File: config.mk
export PLATFORM = sky130hd
export DESIGN_NAME = frame_header_resync_scanner
export DESIGN_NICKNAME = d
export VERILOG_FILES = /design/src/hdl/frh_pkg.sv /design/src/hdl/frh_cfg.sv /design/src/hdl/frh_scan.sv /design/src/hdl/frame_header_resync_scanner.sv
export SDC_FILE = /design/constraint.sdc
export NUM_CORES = 1
export LEC_CHECK = 0
export ABC_AREA = 1
export BUFFER_PORTS_ARGS = -buffer_cell sky130_fd_sc_hd__buf_4
export CORE_AREA = 10 10 225 227
export CTS_CLUSTER_SIZE = 28
export DETAILED_ROUTE_END_ITERATION = 8
export DIE_AREA = 0 0 235 237
export SKIP_LAST_GASP = 1
export SLEW_MARGIN = 20
export SYNTH_ARGS = -nofsm -noshare
export SYNTH_HDL_FRONTEND = slang
export SYNTH_SLANG_ARGS = --single-unit
File: constraint.sdc
create_clock -name clk -period 6.2 [get_ports clk]
set_input_delay 0.62 -clock clk [delete_from_list [all_inputs] [get_ports clk]]
set_output_delay 0.62 -clock clk [all_outputs]
set_load 0.03 [all_outputs]
File: src/hdl/frh_pkg.sv
// Package: types, constants and the magic lookup for the header scanner.
package frh_pkg;

	localparam int MagicCount = 3;

	localparam logic [1:0] CFG_FILE_LENGTH = 2'd0;
	localparam logic [1:0] CFG_MAX_FRAME   = 2'd1;
	localparam logic [1:0] CFG_MIN_FRAME   = 2'd2;

	localparam logic [31:0] FILE_LENGTH_RST = 32'd0;
	localparam logic [23:0] MAX_FRAME_RST   = 24'd2000000;
	localparam logic [23:0] MIN_FRAME_RST   = 24'd140;
	localparam logic [24:0] SKIP_RST        = 25'd7;

	localparam logic [31:0] MAGIC [MagicCount] = '{
		32'h24e92764,
		32'hfa1af9bf,
		32'haae83f5f
	};

	typedef struct packed {
		logic [31:0] file_length;
		logic [23:0] max_frame_size;
		logic [23:0] min_frame_size;
	} cfg_t;

	typedef struct packed {
		logic [31:0] payload_offset;
		logic [23:0] payload_size;
		logic [1:0]  magic_index;
	} res_t;

	typedef struct packed {
		logic       hit;
		logic [1:0] idx;
	} magic_t;

	// First matching pattern wins, as the patterns are distinct anyway.
	function automatic magic_t magic_lookup(input logic [31:0] word);
		magic_t m;
		m.hit = 1'b0;
		m.idx = 2'd0;
		for (int k = MagicCount - 1; k >= 0; k--) begin
			if (word == MAGIC[k]) begin
				m.hit = 1'b1;
				m.idx = 2'(k);
			end
		end
		return m;
	endfunction

endpackage

File: src/hdl/frh_cfg.sv
// Configuration register bank for the header scanner.
module frh_cfg import frh_pkg::*; (
	input  logic        clk,
	input  logic        arst_n,
	input  logic        cfg_wr_en,
	input  logic [1:0]  cfg_index,
	input  logic [31:0] cfg_data,
	output cfg_t        cfg
);

	cfg_t cfg_q;

	always_ff @(posedge clk or negedge arst_n) begin
		if (!arst_n) begin
			cfg_q.file_length    <= FILE_LENGTH_RST;
			cfg_q.max_frame_size <= MAX_FRAME_RST;
			cfg_q.min_frame_size <= MIN_FRAME_RST;
		end else if (cfg_wr_en) begin
			case (cfg_index)
				CFG_FILE_LENGTH: cfg_q.file_length    <= cfg_data;
				CFG_MAX_FRAME:   cfg_q.max_frame_size <= cfg_data[23:0];
				CFG_MIN_FRAME:   cfg_q.min_frame_size <= cfg_data[23:0];
				default: ;
			endcase
		end
	end

	assign cfg = cfg_q;

endmodule

File: src/hdl/frh_scan.sv
// Scan state (window, position, skip count) and the header test for one byte.
module frh_scan import frh_pkg::*; (
	input  logic       clk,
	input  logic       arst_n,
	input  logic       step,
	input  logic [7:0] data_s1,
	input  cfg_t       cfg,
	output logic       hit,
	output res_t       res
);

	logic [63:0] win_q;
	logic [31:0] pos_q;
	logic [24:0] skip_q;

	logic [63:0] win_nxt;
	logic        active;
	logic        testing;
	logic [31:0] size32;
	magic_t      mag;
	logic [32:0] end_pos;
	logic [33:0] lim_min;
	logic [33:0] lim_sz;
	logic        accept;

	assign active  = step && (pos_q < cfg.file_length);
	assign win_nxt = {win_q[55:0], data_s1};
	assign testing = (skip_q == '0);

	// size field is little-endian behind the four magic bytes
	assign size32 = {win_nxt[7:0], win_nxt[15:8], win_nxt[23:16], win_nxt[31:24]};
	assign mag    = magic_lookup(win_nxt[63:32]);

	// header start plus eight is the current position plus one
	assign end_pos = {1'b0, pos_q} + 33'd1;
	assign lim_min = {1'b0, end_pos} + {10'd0, cfg.min_frame_size};
	assign lim_sz  = {1'b0, end_pos} + {10'd0, size32[23:0]};

	assign accept = testing && mag.hit
		&& (size32 != '0) && (size32[31:24] == '0)
		&& (size32[23:0] <= cfg.max_frame_size)
		&& (size32[23:0] >= cfg.min_frame_size)
		&& (lim_min <= {2'b00, cfg.file_length})
		&& (lim_sz <= {2'b00, cfg.file_length});

	always_ff @(posedge clk or negedge arst_n) begin
		if (!arst_n) begin
			win_q  <= '0;
			pos_q  <= '0;
			skip_q <= SKIP_RST;
		end else if (active) begin
			win_q <= win_nxt;
			pos_q <= pos_q + 32'd1;
			if (!testing)
				skip_q <= skip_q - 25'd1;
			else if (accept)
				skip_q <= {1'b0, size32[23:0]} + 25'd7;
		end
	end

	assign hit                = active && accept;
	assign res.payload_offset = end_pos[31:0];
	assign res.payload_size   = size32[23:0];
	assign res.magic_index    = mag.idx;

endmodule

File: src/hdl/frame_header_resync_scanner.sv
// Record-file header scanner: takes one file byte per cycle while the result
// side is not stalled and reports each accepted frame header (payload offset,
// size, magic); the rate is set by the window/position/skip update in
// frh_scan. A result is presented once its last header byte has passed the
// input register, then result register. Bytes at or past file_length are taken
// and dropped. Configuration is written through cfg_wr_en/cfg_index/cfg_data
// while no request is in flight; there is no read-back.
module frame_header_resync_scanner import frh_pkg::*; (
	input  logic        clk,
	input  logic        arst_n,
	input  logic        cfg_wr_en,
	input  logic [1:0]  cfg_index,
	input  logic [31:0] cfg_data,
	input  logic        in_valid,
	output logic        in_ready,
	input  logic [7:0]  data_byte,
	output logic        out_valid,
	input  logic        out_ready,
	output logic [31:0] payload_offset,
	output logic [23:0] payload_size,
	output logic [1:0]  magic_index
);

	cfg_t       cfg;
	logic       valid_s1;
	logic [7:0] data_s1;
	logic       out_free;
	logic       step;
	logic       hit;
	res_t       res;
	logic       out_valid_q;
	res_t       res_q;

	frh_cfg u_cfg (
		.clk       (clk),
		.arst_n    (arst_n),
		.cfg_wr_en (cfg_wr_en),
		.cfg_index (cfg_index),
		.cfg_data  (cfg_data),
		.cfg       (cfg)
	);

	assign out_free = !out_valid_q || out_ready;
	assign step     = valid_s1 && out_free;
	assign in_ready = !valid_s1 || out_free;

	always_ff @(posedge clk or negedge arst_n) begin
		if (!arst_n)
			valid_s1 <= 1'b0;
		else if (in_ready)
			valid_s1 <= in_valid;
	end

	always_ff @(posedge clk) begin
		if (in_valid && in_ready)
			data_s1 <= data_byte;
	end

	frh_scan u_scan (
		.clk     (clk),
		.arst_n  (arst_n),
		.step    (step),
		.data_s1 (data_s1),
		.cfg     (cfg),
		.hit     (hit),
		.res     (res)
	);

	always_ff @(posedge clk or negedge arst_n) begin
		if (!arst_n)
			out_valid_q <= 1'b0;
		else if (out_free)
			out_valid_q <= hit;
	end

	always_ff @(posedge clk) begin
		if (out_free && hit)
			res_q <= res;
	end

	assign out_valid      = out_valid_q;
	assign payload_offset = res_q.payload_offset;
	assign payload_size   = res_q.payload_size;
	assign magic_index    = res_q.magic_index;

endmodule

==> results.toml <==
[outcome]
status = "complete, no violations"

[critical_path]
regToRegSetupSlack_ns = 0.25
crit_start = "u_scan.pos_q[4]$_DFFE_PN0P_"
cp_common_cell = "nand2_1"
cp_slowest_stage_delay_ns = 0.51
r2r_start = "u_scan.pos_q[4]$_DFFE_PN0P_"
endpoint_kind = "flip-flop"
path_class = "reg2reg"
critPathArrivalTime_ns = 6.22
crit_fanout = 29
cp_slowest_cell = "dfrtp_1"
ff2ff_path_depth = 31
r2r_end = "payload_offset[11]$_DFFE_PP_"
crit_required_ns = 6.47
critPathLaunchType = "flip-flop"

[synth]
ys.flop_type = "dfrtp_1"
synth_top_family_by_area = "simple AND/OR/NAND/NOR gates"
synth_seq_cells = 261
async_flop_share_pct = 74.7
synth-edff-count = 66
synth_top_cell_by_area = "dfrtp_1"
synth_nets = 2545
ys_types = 54
synth.mux.area_fraction_pct = 0.164
synth_area_leaders = "dfrtp_1 (25%), ha_1 (13%), nand2_1 (11%)"
synth_top_area_share_pct = 24.9
ys_seq_area_share_pct = 37.6
synth_fa_ha_area_share_pct = 13.7
synth_area_mm2 = 0.0183
synth_compound_area_share_pct = 11.0
avgSynthCellArea_um2 = 7.97
synth-xor-area-share_pct = 5.74
yosys.area_share.simple_pct = 24.3
netlist_instances = 2299
yosysWarnings = 0

[grt]
antenna_found_initial = 0
grt_overflow_total = 0
grt_pass1_vias = 15600
grt_pass1_wl_mm = 90.2
grt_max_degree = 128
grt_usage_pct = 20.3

[pwr]
seq_power_share_pct = 36.4
leakagePower_nw = 10.4
clkPwrFrac_pct = 26.1
peakVddDrop_mv = 0.223
p_comb_share_pct = 37.5
cellPowerDensity_mw_per_mm2 = 316
switching_share_pct = 40.9
intPower_w = 0.00392
power.net_switching_w = 0.00271

[detailed_routing]
vias_per_cell = 5.22
drt_iter0_drc = 1357
antenna_left = 0
avgRoutedWirePerCell_um = 18.8
dr_total_vias = 15900
drc_errors = 0
drt-total-wl_mm = 57.5
drt_pre_antenna_iters = 7

[cts]
holdBufCountCts = 0
insertion_delay_ns = 0.60
clockRootBuffer = "clkbuf_16"
htreeDepth = 1
cts_tree = "done"
cts-buffers-inserted = 30
clock_sinks = 261
cts_buffer_depth = 3
path_clk_slew_ns = 0.06

[place]
hpwl_mm = 44.8
io_buffers = 106
gp_congestion = 0.948
place_inst = 2990

[timing]
hold_violations = 0
setup_viol = 0
max_slew.worst_pin.slew_ns = 0.927
slew_headroom_pct = 38.1
fmax_mhz = 168
min_period_ns = 5.95
whs_ns = 0.0330
post-route-period-util_pct = 96.0
maxSlewViolCount = 0
worst_clock_skew_ns = 0.0272

[cells_and_area]
fill_cells = 4575
final_common_cell = "nand2_1"
layout-drive-gt1-share_pct = 11.7
area_delta_synth_final_pct = 14.6
final_nets = 2665
layout_common_cells = "nand2_1 (543), inv_1 (305), o21ai_0 (207), ha_1 (197), dfrtp_1 (180)"
antenna_cells = 0
layout.cells.non_filler = 3050

[floorplan]
core_area_mm2 = 0.0462
die_area_mm2 = 0.0557
row_count = 79
die_h_um = 237
die_x_um = 235
io_pins = 107
initial_core_util_pct = 39.7

[flow_run]
max_cap_violations = 0

[min_path]
worstHoldPathType = "in2async"
-- through the flow --
step / util (%) / power [W] / cell area, um^2 / TNS, ns / setup WS, ns
floorplan: - / 0.00401 / 18300 / 0 / 0.273
global placement: 43.1 / 0.00483 / 19900 / -17.50 / -0.289
detailed placement: 43.1 / 0.00490 / 19900 / -20.01 / -0.321
CTS: 45.3 / 0.00667 / 20900 / 0 / 0.0145
global route: 45.5 / 0.00716 / 21000 / -0.188 / -0.0137
finish: 45.5 / 0.00663 / 21000 / 0 / 0.245
-- area by class of cell --
cell class,instances,area [um^2],share of cell area [%]
clock inverters,24,203,0.965
well taps,607,759,3.62
flip-flops and latches,261,6880,32.8
inverters,309,1170,5.57
clock buffers,32,758,3.61
repair buffers,133,1070,5.08
multi-input cells,1684,10200,48.4
-- cell families (layout without fill, tap and decap cells) --
| family | Yosys count | after routing |
|---|---|---|
| and+or+nand+nor | 982 | 982 |
| AOI/OAI and AO/OA | 380 | 380 |
| buffers and inverters | 354 | 498 |
| DFF | 261 | 261 |
| adders and majority gates | 199 | 199 |
| xor gates and xnor gates | 120 | 120 |
| muxes | 3 | 3 |
-- power by group through the flow --
| stage | Sequential (W) | Combinational (W) | Clock (W) |
|---|---|---|---|
| final | 0.00241 | 0.00248 | 0.00173 |
| after detailed placement | 0.00243 | 0.00246 | 0 |
| after floorplan | 0.00227 | 0.00175 | 0 |
| after CTS | 0.00241 | 0.00248 | 0.00178 |
| after global placement | 0.00243 | 0.00240 | 0 |
| after global routing | 0.00244 | 0.00286 | 0.00186 |
-- worst max-delay path: cells and delay by family (launching register included) --
family | cells | cell delay [ns]
and+or+nand+nor | 21 | 2.82
adders and majority gates | 2 | 0.73
buffers and inverters | 4 | 0.67
AOI/OAI and AO/OA | 2 | 0.54
DFF | 1 | 0.51
xor gates and xnor gates | 2 | 0.32
-- cell usage after synthesis (4+ instances only) --
| library cell | number |
|---|---|
| nand4_1 | 39 |
| buf_2 | 13 |
| o21bai_1 | 7 |
| inv_1 | 306 |
| o21ai_0 | 207 |
| nor2_2 | 7 |
| dfstp_2 | 13 |
| a21boi_0 | 4 |
| a21o_1 | 7 |
| nor2_1 | 164 |
| nand2_4 | 5 |
| nand3_2 | 22 |
| buf_6 | 4 |
| nand3_1 | 102 |
| a31oi_1 | 9 |
| nand3b_1 | 4 |
| a21oi_1 | 129 |
| nand2_2 | 13 |
| nor4_1 | 11 |
| dfrtp_1 | 182 |
| nor2_4 | 10 |
| edfxtp_1 | 66 |
| ha_1 | 197 |
| o21a_1 | 4 |
| xor2_1 | 92 |
| nor3_1 | 45 |
| nand2_1 | 544 |
| xnor2_1 | 28 |
| clkbuf_1 | 28 |
-- metal layers --
layer / global-route usage [%] / vias to the layer above / part of all wire [%]
met5: 0 / - / 0
met2: 31.2 / 402 / 44
met1: 28.8 / 7597 / 48
met4: 6.45 / 0 / 2.8
met3: 2.72 / 71 / 5.3
li1: - / 7842 / -
-- worst max path at each step --
stage | slack (ns) | to | cells after the start
2_1_floorplan | 0.27 | magic_index[0]$_SDFFCE_PN0P_ | 29
3_3_place_gp | -0.29 | payload_offset[9]$_DFFE_PP_ | 30
3_5_place_dp | -0.32 | payload_offset[11]$_DFFE_PP_ | 30
4_1_cts | 0.01 | payload_offset[13]$_DFFE_PP_ | 30
5_1_grt | -0.01 | payload_offset[9]$_DFFE_PP_ | 30
6_report | 0.25 | payload_offset[11]$_DFFE_PP_ | 31
-- sequential cells by signal, summed over array words and instances (netlist names) --
register and cells:
u_scan.skip_q 25, u_cfg.cfg 80, payload_size 24, u_scan.win_q 56, magic_index 2, data_s1 8, payload_offset 32, u_scan.pos_q 32
valid_s1 1, out_valid 1
-- what timing repair did --
action | 4_1_cts | 5_1_grt
pin swaps | 1 | 1
setup buffers | 1 | 3
gates cloned | 0 | 0
endpoints found under the setup margin | 84 | 84
resized for setup | 6 | 10
Note: power is estimated with default switching activity, not from simulation.
